<file path="src/hdl/fta_pkg.sv">
// ----------------------------------------------------------------------------
// fta_pkg
// Types and codes shared by the fixed-timestep accumulator core and its
// iterative divider.
// ----------------------------------------------------------------------------
package fta_pkg;

    // Item kinds
    localparam logic [1:0] KIND_FRAME = 2'd0;
    localparam logic [1:0] KIND_TICK  = 2'd1;
    localparam logic [1:0] KIND_CLEAR = 2'd2;

    // Configuration register indexes
    localparam logic [1:0] REG_TIME_SCALE = 2'd0;
    localparam logic [1:0] REG_FIXED_STEP = 2'd1;
    localparam logic [1:0] REG_MAX_TICKS  = 2'd2;

    localparam logic [15:0] TIME_SCALE_RESET = 16'd256;
    localparam logic [31:0] FIXED_STEP_RESET = 32'd16666667;
    localparam logic [7:0]  MAX_TICKS_RESET  = 8'd5;

    localparam int ALPHA_BITS   = 16;
    localparam logic [16:0] ALPHA_ONE = 17'h10000;

    typedef struct packed {
        logic [1:0]  kind;
        logic [31:0] elapsed_ns;
    } req_word_t;

    typedef struct packed {
        logic        tick_granted;
        logic [7:0]  ticks_this_frame;
        logic        catch_up_clamped;
        logic [63:0] dropped_total;
        logic [47:0] accumulated_ns;
        logic [16:0] interp_alpha;
    } rsp_word_t;

    // Divider operation: fraction of the step for alpha, or whole steps in
    // the accumulator for the backlog drop.
    typedef enum logic {
        DIV_ALPHA,
        DIV_WHOLE
    } div_mode_t;

    typedef struct packed {
        logic      start;
        div_mode_t mode;
    } div_cmd_t;

    typedef struct packed {
        logic busy;
        logic done;
    } div_stat_t;

endpackage

</file>
<file path="src/hdl/fixed_timestep_accumulator_core.sv">
// Sequence: a frame update multiplies and adds, a tick request decides on a
// grant; alpha is then one if the accumulator ends at or above the step, else
// a division; a tick request that drops backlog runs a whole-step division first.
// Throughput: one word at a time, set by the shared one-bit-per-cycle divider;
// the next word is taken the cycle after the result leaves.
// Reset: state clears; registers return to scale 1.0, step 16666667 ns, limit 5.
// ----------------------------------------------------------------------------
// fixed_timestep_accumulator_core
// Fixed-timestep credit accumulator: frame updates add scaled time, tick
// requests consume whole steps under a per-frame limit, and every item
// reports the state and the interpolation alpha.
// ----------------------------------------------------------------------------
module fixed_timestep_accumulator_core
    import fta_pkg::*;
#(
    parameter int ACC_BITS        = 48,
    parameter int TICK_COUNT_BITS = 8
)
(
    input  logic        clk,
    input  logic        rst_n,
    input  logic        req_valid,
    output logic        req_stall,
    input  req_word_t   req,
    output logic        rsp_valid,
    input  logic        rsp_stall,
    output rsp_word_t   rsp,
    input  logic        cfg_we,
    input  logic [1:0]  cfg_index,
    input  logic [31:0] cfg_data
);

    localparam int SUM_W = ACC_BITS + 1;
    localparam int CMP_W = (TICK_COUNT_BITS > 8) ? TICK_COUNT_BITS : 8;

    typedef enum logic [2:0] {
        S_IDLE,
        S_MUL,
        S_ADD,
        S_TICK,
        S_DROP_WAIT,
        S_ALPHA,
        S_ALPHA_WAIT,
        S_OUT
    } state_t;

    state_t                     state_reg, state_next;
    logic [1:0]                 kind_reg, kind_next;
    logic [31:0]                elapsed_reg, elapsed_next;
    logic [39:0]                add_reg, add_next;
    logic [ACC_BITS-1:0]        acc_reg, acc_next;
    logic [TICK_COUNT_BITS-1:0] cnt_reg, cnt_next;
    logic                       flag_reg, flag_next;
    logic [63:0]                dropped_reg, dropped_next;
    logic                       granted_reg, granted_next;
    logic [16:0]                alpha_reg, alpha_next;

    logic [15:0]                scale_reg;
    logic [31:0]                step_reg;
    logic [7:0]                 max_reg;

    logic [47:0]                prod;
    logic [SUM_W-1:0]           sum;
    logic                       acc_ge;
    logic                       acc_due;
    logic                       at_limit;
    logic [CMP_W-1:0]           cnt_ext;

    div_cmd_t                   div_cmd;
    div_stat_t                  div_stat;
    logic [ACC_BITS-1:0]        div_quo;
    logic [31:0]                div_rem;

    fta_divider #(
        .W (ACC_BITS)
    ) u_divider (
        .clk     (clk),
        .rst_n   (rst_n),
        .cmd     (div_cmd),
        .acc     (acc_reg),
        .divisor (step_reg),
        .stat    (div_stat),
        .quo     (div_quo),
        .rem     (div_rem)
    );

    // Configuration: a zero step is ignored, a zero limit stores as one.
    always_ff @(posedge clk or negedge rst_n)
    begin
        if (!rst_n)
        begin
            scale_reg <= TIME_SCALE_RESET;
            step_reg  <= FIXED_STEP_RESET;
            max_reg   <= MAX_TICKS_RESET;
        end
        else if (cfg_we)
        begin
            unique case (cfg_index)
                REG_TIME_SCALE: scale_reg <= cfg_data[15:0];
                REG_FIXED_STEP:
                begin
                    if (cfg_data != 32'd0)
                        step_reg <= cfg_data;
                end
                REG_MAX_TICKS:  max_reg <= (cfg_data[7:0] == 8'd0) ? 8'd1 : cfg_data[7:0];
                default:        ;
            endcase
        end
    end

    assign prod     = 48'(elapsed_reg) * 48'(scale_reg);
    assign sum      = {1'b0, acc_reg} + SUM_W'(add_reg);
    assign acc_ge   = acc_reg >= ACC_BITS'(step_reg);
    assign acc_due  = acc_reg >= ACC_BITS'(step_reg - 32'd1);
    assign cnt_ext  = CMP_W'(cnt_reg);
    assign at_limit = (cnt_ext >= CMP_W'(max_reg)) || (&cnt_reg);

    always_comb
    begin
        state_next   = state_reg;
        kind_next    = kind_reg;
        elapsed_next = elapsed_reg;
        add_next     = add_reg;
        acc_next     = acc_reg;
        cnt_next     = cnt_reg;
        flag_next    = flag_reg;
        dropped_next = dropped_reg;
        granted_next = granted_reg;
        alpha_next   = alpha_reg;
        div_cmd      = '{start: 1'b0, mode: DIV_ALPHA};

        unique case (state_reg)
            S_IDLE:
            begin
                if (req_valid)
                begin
                    kind_next    = req.kind;
                    elapsed_next = req.elapsed_ns;
                    granted_next = 1'b0;
                    case (req.kind)
                        KIND_FRAME: state_next = S_MUL;
                        KIND_TICK:  state_next = S_TICK;
                        KIND_CLEAR:
                        begin
                            acc_next   = '0;
                            state_next = S_ALPHA;
                        end
                        default:    state_next = S_ALPHA;
                    endcase
                end
            end
            S_MUL:
            begin
                add_next   = prod[47:8];
                state_next = S_ADD;
            end
            S_ADD:
            begin
                // Saturate on carry out of the accumulator
                acc_next   = sum[ACC_BITS] ? '1 : sum[ACC_BITS-1:0];
                cnt_next   = '0;
                flag_next  = 1'b0;
                state_next = S_ALPHA;
            end
            S_TICK:
            begin
                state_next = S_ALPHA;
                if (at_limit)
                begin
                    if (acc_ge)
                    begin
                        div_cmd    = '{start: 1'b1, mode: DIV_WHOLE};
                        state_next = S_DROP_WAIT;
                    end
                end
                else if (acc_due)
                begin
                    acc_next     = acc_ge ? acc_reg - ACC_BITS'(step_reg) : '0;
                    cnt_next     = cnt_reg + 1'b1;
                    granted_next = 1'b1;
                end
            end
            S_DROP_WAIT:
            begin
                if (div_stat.done)
                begin
                    acc_next     = ACC_BITS'(div_rem);
                    dropped_next = dropped_reg + 64'(div_quo);
                    flag_next    = 1'b1;
                    state_next   = S_ALPHA;
                end
            end
            S_ALPHA:
            begin
                if (acc_ge)
                begin
                    alpha_next = ALPHA_ONE;
                    state_next = S_OUT;
                end
                else
                begin
                    div_cmd    = '{start: 1'b1, mode: DIV_ALPHA};
                    state_next = S_ALPHA_WAIT;
                end
            end
            S_ALPHA_WAIT:
            begin
                if (div_stat.done)
                begin
                    alpha_next = {1'b0, div_quo[ALPHA_BITS-1:0]};
                    state_next = S_OUT;
                end
            end
            S_OUT:
            begin
                if (!rsp_stall)
                    state_next = S_IDLE;
            end
            default: state_next = S_IDLE;
        endcase
    end

    always_ff @(posedge clk or negedge rst_n)
    begin
        if (!rst_n)
        begin
            state_reg   <= S_IDLE;
            kind_reg    <= KIND_FRAME;
            elapsed_reg <= '0;
            add_reg     <= '0;
            acc_reg     <= '0;
            cnt_reg     <= '0;
            flag_reg    <= 1'b0;
            dropped_reg <= '0;
            granted_reg <= 1'b0;
            alpha_reg   <= '0;
        end
        else
        begin
            state_reg   <= state_next;
            kind_reg    <= kind_next;
            elapsed_reg <= elapsed_next;
            add_reg     <= add_next;
            acc_reg     <= acc_next;
            cnt_reg     <= cnt_next;
            flag_reg    <= flag_next;
            dropped_reg <= dropped_next;
            granted_reg <= granted_next;
            alpha_reg   <= alpha_next;
        end
    end

    assign req_stall = (state_reg != S_IDLE);
    assign rsp_valid = (state_reg == S_OUT);

    assign rsp.tick_granted     = granted_reg;
    assign rsp.ticks_this_frame = cnt_ext[7:0];
    assign rsp.catch_up_clamped = flag_reg;
    assign rsp.dropped_total    = dropped_reg;
    assign rsp.accumulated_ns   = 48'(acc_reg);
    assign rsp.interp_alpha     = alpha_reg;

    // A granted tick always leaves a nonzero frame count
    assert property (@(posedge clk) disable iff (!rst_n)
        rsp_valid && rsp.tick_granted |-> cnt_reg != '0)
        else $error("tick granted with zero frame count");

    // A frame update result shows a fresh frame
    assert property (@(posedge clk) disable iff (!rst_n)
        rsp_valid && kind_reg == KIND_FRAME |-> cnt_reg == '0 && !flag_reg)
        else $error("frame update did not clear frame state");

    // Alpha never exceeds one
    assert property (@(posedge clk) disable iff (!rst_n)
        rsp_valid |-> alpha_reg <= ALPHA_ONE)
        else $error("alpha above one");

    // The divider finishes only while the sequencer waits for it
    assert property (@(posedge clk) disable iff (!rst_n)
        div_stat.done |-> state_reg == S_DROP_WAIT || state_reg == S_ALPHA_WAIT)
        else $error("divider result with no one waiting");

    // After a backlog drop the accumulator holds less than one step
    assert property (@(posedge clk) disable iff (!rst_n)
        state_reg == S_DROP_WAIT && div_stat.done |=> !acc_ge && flag_reg)
        else $error("backlog drop left a whole step");

endmodule

</file>
<file path="src/hdl/fta_divider.sv">
// ----------------------------------------------------------------------------
// fta_divider
// Restoring divider, one quotient bit per cycle, shared by the backlog drop
// (accumulator / step) and the interpolation alpha (accumulator * 2^16 / step).
// ----------------------------------------------------------------------------
module fta_divider
    import fta_pkg::*;
#(
    parameter int W = 48
)
(
    input  logic         clk,
    input  logic         rst_n,
    input  div_cmd_t     cmd,
    input  logic [W-1:0] acc,
    input  logic [31:0]  divisor,
    output div_stat_t    stat,
    output logic [W-1:0] quo,
    output logic [31:0]  rem
);

    localparam int CW = $clog2(W + 1);

    logic [31:0]   rem_reg;
    logic [W-1:0]  quo_reg;
    logic [CW-1:0] cnt_reg;
    logic          busy_reg;
    logic          done_reg;

    logic [32:0]   trial;
    logic [32:0]   diff;
    logic          fits;

    assign trial = {rem_reg, quo_reg[W-1]};
    assign diff  = trial - {1'b0, divisor};
    assign fits  = trial >= {1'b0, divisor};

    always_ff @(posedge clk or negedge rst_n)
    begin
        if (!rst_n)
        begin
            busy_reg <= 1'b0;
            done_reg <= 1'b0;
            cnt_reg  <= '0;
        end
        else
        begin
            done_reg <= 1'b0;
            if (cmd.start)
            begin
                busy_reg <= 1'b1;
                cnt_reg  <= (cmd.mode == DIV_ALPHA) ? CW'(ALPHA_BITS) : CW'(W);
            end
            else if (busy_reg)
            begin
                cnt_reg <= cnt_reg - 1'b1;
                if (cnt_reg == CW'(1))
                begin
                    busy_reg <= 1'b0;
                    done_reg <= 1'b1;
                end
            end
        end
    end

    // Alpha starts with the accumulator as remainder (it is below the step)
    // and shifts in zeros; the whole-step case shifts the accumulator in.
    always_ff @(posedge clk)
    begin
        if (cmd.start)
        begin
            if (cmd.mode == DIV_ALPHA)
            begin
                rem_reg <= acc[31:0];
                quo_reg <= '0;
            end
            else
            begin
                rem_reg <= '0;
                quo_reg <= acc;
            end
        end
        else if (busy_reg)
        begin
            rem_reg <= fits ? diff[31:0] : trial[31:0];
            quo_reg <= {quo_reg[W-2:0], fits};
        end
    end

    assign stat.busy = busy_reg;
    assign stat.done = done_reg;
    assign quo       = quo_reg;
    assign rem       = rem_reg;

endmodule

</file>
<file path="config.mk">
export PLATFORM = sky130hd
export DESIGN_NAME = fixed_timestep_accumulator_core
export DESIGN_NICKNAME = d
export VERILOG_FILES = /design/src/hdl/fta_pkg.sv /design/src/hdl/fixed_timestep_accumulator_core.sv /design/src/hdl/fta_divider.sv
export SDC_FILE = /design/constraint.sdc
export NUM_CORES = 2
export LEC_CHECK = 0
export BUFFER_PORTS_ARGS = -buffer_cell sky130_fd_sc_hd__buf_2
export CAP_MARGIN = 20
export CORE_MARGIN = 1
export CORE_UTILIZATION = 40
export CTS_CLUSTER_DIAMETER = 50
export CTS_CLUSTER_SIZE = 8
export DETAILED_ROUTE_END_ITERATION = 10
export GPL_ROUTABILITY_DRIVEN = 0
export HOLD_SLACK_MARGIN = 0.1
export PLACE_DENSITY_LB_ADDON = 0.15
export SYNTH_ARGS = -nofsm -noshare
export SYNTH_HDL_FRONTEND = slang
export SYNTH_SLANG_ARGS = --single-unit
</file>
<file path="constraint.sdc">
create_clock -name clk -period 19.9 [get_ports clk]
set_clock_uncertainty 0.1 [all_clocks]
set_input_delay 1.99 -clock clk [delete_from_list [all_inputs] [get_ports clk]]
set_output_delay 1.99 -clock clk [all_outputs]
set_load 0.02 [all_outputs]
</file>
; ---- After elaboration in Yosys (flattened, before gate mapping)
; Index checks and enable logic that the tools add are counted.
[totals]
register_bits = 358
latchBits = 0
mem_bits_rw = 0
mem_bits_ro = 0
out_inout_bits = 141
elab_cells = 124
memories = 0
[op_classes]
n_addsub = 7
mul = 1
div = 0
order_cmp = 4
n_eq_ne = 20
shifts = 0
mux = 50
bitwise = 0
reduce_logical = 25
[op_table]
columns = operator, n
row1 = 48-bit two-way mux, 10
row2 = 48-bit one-hot mux with 4 select lines, 1
row3 = 32-bit two-way mux, 4
row4 = 64-bit by 48-bit adder with 64-bit output, 1
row5 = 48-bit by 40-bit adder with 49-bit output, 1
row6 = 48-bit by 32-bit >= comparator with 1-bit output, 1
row7 = 48-bit >= comparator, 1
row8 = 32-bit by 16-bit multiplier with 48-bit output, 1
row9 = 48-bit by 32-bit subtractor with 48-bit output, 1
row10 = 17-bit two-way mux, 2
row11 = 17-bit one-hot mux with 2 select lines, 1
row12 = 33-bit by 32-bit >= comparator with 1-bit output, 1
row13 = 32-bit by 1-bit subtractor with 33-bit output (second input constant), 1
row14 = 32-bit nonzero test, 1
row15 = 32-bit subtractor, 1
row16 = 8-bit two-way mux, 3
row17 = 3-bit one-hot mux with 8 select lines, 1
row18 = 6-bit two-way mux, 3
row19 = 8-bit one-hot mux with 2 select lines, 1
row20 = 1-bit two-way mux, 13
row21 = 3-bit equality test (second input constant), 4
row22 = 3-bit two-way mux, 4
row23 = 2-bit inequality test (second input constant), 5
row24 = 2-bit AND reduction, 5
row25 = 24 further kinds, 40

; ---- Logic depth before layout (Yosys ltp)
[logic_depth]
depth_word = 6
depth_mapped = 26

; ---- Cells and area by module
; Synthesis repeated with hierarchy kept, for this count alone.
[hier_totals]
cells_unflattened = 4695
hier_area_um2 = 41618.7
[by_module_without_submodules]
columns = module, n_inst, cells_per_inst, area_each_um2
row1 = fixed_timestep_accumulator_core, 1, 4099, 35746.8
row2 = fta_divider, 1, 596, 5871.9

; ---- Worst setup path after synthesis
; Ideal clock, no wire load.
[synth_timing]
kind = register -> register
from = register scale_reg[8]
to = register add_reg[39]
t_arrival_ns = 6.393
path_slack_ns = 13.272
stages_incl_launch_ff = 24
path_cell_list = dfstp_2 -> clkbuf_1 -> nand2_1 -> fa_1 -> inv_1 -> fa_1 -> fa_1 -> fa_1 -> fa_1 -> inv_1 -> fa_1 -> inv_1 -> ha_1 -> a211oi_1 -> o21ai_0 -> a31oi_1 -> a31oi_1 -> a21oi_1 -> o21ai_1 -> and4_1 -> a2111oi_2 -> a21oi_1 -> xnor2_1 -> o21ai_0
[synth_between]
elab_chain_len = 1
[synth_rtl]
columns = element, line_no
row1 = from (decl), fixed_timestep_accumulator_core.sv:58  ; logic [15:0] scale_reg;
row2 = from (signal assigned), fixed_timestep_accumulator_core.sv:99  ; REG_TIME_SCALE: scale_reg <= cfg_data[15:0];
row3 = 32-bit by 16-bit multiplier with 48-bit output, fixed_timestep_accumulator_core.sv:111  ; assign prod = 48'(elapsed_reg) * 48'(scale_reg);
row4 = to (signal assigned), fixed_timestep_accumulator_core.sv:243  ; add_reg <= add_next;
row5 = to (decl), fixed_timestep_accumulator_core.sv:50  ; logic [39:0] add_reg, add_next;
; No other way between the ends.
; A chain may end at the register's enable or synchronous reset.

; ---- Worst setup path in the final report
[layout_timing]
from = register scale_reg[15]
to = register add_reg[39]
; The elaborated chain is that of the path after synthesis.

==> flow_metrics.env <==
export IMPL_status="completed"
export IMPL_slew_violations=0
export IMPL_avgSynthCellArea_sq_um=8.99
export IMPL_fin_ws_ns=12.36
export IMPL_rr_endpoint="add_reg[39]"
export IMPL_met3_length_microns=5920
export IMPL_setup_violations=0
export IMPL_critPathKind="reg -> reg"
export IMPL_final_layout_size_suffix_gt1_share_pct=10.9
export IMPL_fp_dieH_microns=321
export IMPL_tightest_slew_ns=0.929
export IMPL_yosysTopAreaCell="fa_1"
export IMPL_drt_iter0_drc=2429
export IMPL_cts_sinks=358
export IMPL_synth_cells=4525
export IMPL_hold_class="reg -> reg"
export IMPL_cap_violations=0
export IMPL_drt_wl_total_microns=125000
export IMPL_netlist_top_cells_count="nand2_1 (648), inv_1 (542), fa_1 (421)"
export IMPL_start_util_pct=40.5
export IMPL_hold_buffers=0
export IMPL_cp_data_arrival_time_ns=7.93
export IMPL_drc=0
export IMPL_netlist_area_leader_share_pct=20.7
export IMPL_syn_to_final_growth_pct=11.8
export IMPL_dp_cells=5929
export IMPL_post_layout_nonfiller_instances=6058
export IMPL_grt_max_degree=137
export IMPL_tns_ns=0
export IMPL_pre_cts_slack_ns=12.28
export IMPL_synth_area_top_cells="fa_1 (21%), dfrtp_1 (16%), ha_1 (10%)"
export IMPL_antenna_found_initial=2
export IMPL_synth_seq_area_share_pct=23.1
export IMPL_met2_length_microns=60100
export IMPL_cp_start_kind="register"
export IMPL_cts_tree="built"
export IMPL_grt_pass1_wl_microns=196000
export IMPL_cp_max_fo=23
export IMPL_drt_met1_wl_microns=55900
export IMPL_htree_levels=3
export IMPL_core_sq_um=100000
export IMPL_post_synth_top_count_cell="nand2_1"
export IMPL_rows=116
export IMPL_reg2reg_depth=23
export IMPL_first_global_vias=33200
export IMPL_async_flop_share_pct=77.7
export IMPL_postRouteAntennaNets=0
export IMPL_firstDrtPassIters=5
export IMPL_path_clk_slew_ns=0.05
export IMPL_holdPathStages=2
export IMPL_period_needed_ns=7.54
export IMPL_finalNetCount=5470
export IMPL_hp_start="alpha_reg[1]"
export IMPL_dieArea_sq_um=103000
export IMPL_synth_edff_count=80
export IMPL_end_kind="register"
export IMPL_ys_flop_type="dfrtp_1"
export IMPL_min_to="alpha_reg[1]"
export IMPL_cts_buffer_depth=3
export IMPL_synthesis_area_sq_um=40700
export IMPL_largest_reg_flops=64
export IMPL_cts_inserted_buffers=71
export IMPL_post_cts_setup_buffers=0
export IMPL_grt_overflow_total=0
export IMPL_max_freq_mhz=133
export IMPL_clockRootBuffer="clkbuf_16"
export IMPL_die_x_microns=321
export IMPL_relSlewSlack_pct=37.8
export IMPL_regToRegSetupSlack_ns=12.36
export IMPL_rsz0062_at_grt="false"
export IMPL_synth_seq_cells=358
export IMPL_io_buffers=213
export IMPL_syn_nets=5348
export IMPL_reg2reg_from="scale_reg[15]"
export IMPL_finalCritPeriodShare_pct=37.9
export IMPL_required_ns=20.29
export IMPL_via_per_inst=5.40
export IMPL_wl_per_cell_microns=20.7
export IMPL_routed_top_layer="met4"
export IMPL_cts_repair_resized=0
export IMPL_yosys_warnings=0
export IMPL_diodes=0
export IMPL_design_portCount=214
export IMPL_synth_cell_types=91
export IMPL_clkLatencyLatePin_ns=0.64
export IMPL_grtUsageTotal_pct=24.6
export IMPL_vias=32700
export IMPL_dp_final_hpwl_microns=97500
export IMPL_hold_viol=0
-- layout by cell type, fill, tap and decap left out, types with 24 or more instances in the layout --
cell / count
inv_1: 542
mux2_2: 88
nor4_1: 24
o21a_1: 25
nand3_1: 48
and3_1: 26
a221oi_1: 32
and2_1: 218
ha_1: 329
nor2b_1: 24
a31oi_1: 32
edfxtp_1: 80
nor3_1: 50
a21oi_1: 259
a22o_1: 48
nand4_1: 44
nand2b_1: 31
a21o_1: 125
o21bai_1: 28
nand2_1: 645
buf_4: 40
fa_1: 421
nor2_1: 154
xnor2_1: 134
buf_2: 212
dfrtp_1: 262
o21ai_1: 32
clkbuf_16: 72
xor2_1: 96
o21ai_0: 240
-- routing by layer --
metal / track usage, % / vias to the layer above
met5: 0 / -
met3: 2.97 / 190
met2: 41.6 / 806
met1: 32.9 / 16200
met4: 7.64 / 0
li1: - / 15500
-- cell families (layout without fill, tap and decap cells) --
group / count (synthesis) / after routing / share of synthesized area (%)
flops: 358 / 358 / 23.1
xor+xnor: 230 / 230 / 4.95
mux: 103 / 103 / 2.81
fa+ha+maj: 750 / 750 / 30.8
compound gates: 995 / 995 / 15.7
buf+inv: 751 / 927 / 7.01
simple gates: 1338 / 1338 / 15.6
-- area by class of cell --
| type | instances | area, sq um |
|---|---|---|
| tap | 1357 | 1700 |
| multi-input combinational | 3416 | 28500 |
| clock inverter | 26 | 387 |
| clock buffer | 101 | 1980 |
| fill | 9968 | 55000 |
| sequential | 358 | 9380 |
| timing repair buffer | 257 | 1470 |
| inverter | 543 | 2040 |
-- worst max path at each step --
stage	from	slack (ns)	endpoint	cells after the start
after floorplan	scale_reg[8]	13.27	add_reg[39]	23
after global placement	scale_reg[15]	12.43	add_reg[39]	23
after detailed placement	scale_reg[15]	12.28	add_reg[39]	23
after CTS	scale_reg[15]	12.28	add_reg[39]	23
after global routing	scale_reg[15]	11.84	add_reg[39]	23
final	scale_reg[15]	12.36	add_reg[39]	23
-- worst max-delay path, cell delays in order, from the launching register on --
cell	delay [ns]
dfrtp_1	0.90
buf_4	0.32
nand2_1	0.10
fa_1	0.53
fa_1	0.55
inv_1	0.05
fa_1	0.50
fa_1	0.52
fa_1	0.54
inv_1	0.05
fa_1	0.53
inv_1	0.04
ha_1	0.36
a211oi_1	0.33
o21ai_0	0.14
a31oi_1	0.18
a31oi_1	0.12
a21oi_1	0.26
o21ai_1	0.14
and4_1	0.24
a2111oi_2	0.50
a21oi_1	0.15
xnor2_1	0.17
o21ai_0	0.08
-- per-stage QoR --
step | area, sq um | utilization [%] | hold slack (ns)
2_1_floorplan | 40700 | - | 0.343
3_3_place_gp | 43000 | 42.9 | 0.353
3_5_place_dp | 43100 | 42.9 | 0.366
4_1_cts | 45400 | 45.2 | 0.378
5_1_grt | 45500 | 45.3 | 0.394
6_report | 45500 | 45.3 | 0.371
Power is left out: the tool's default activity adds up to more than one toggle a clock period on the data nets, which glitch-free logic cannot reach.
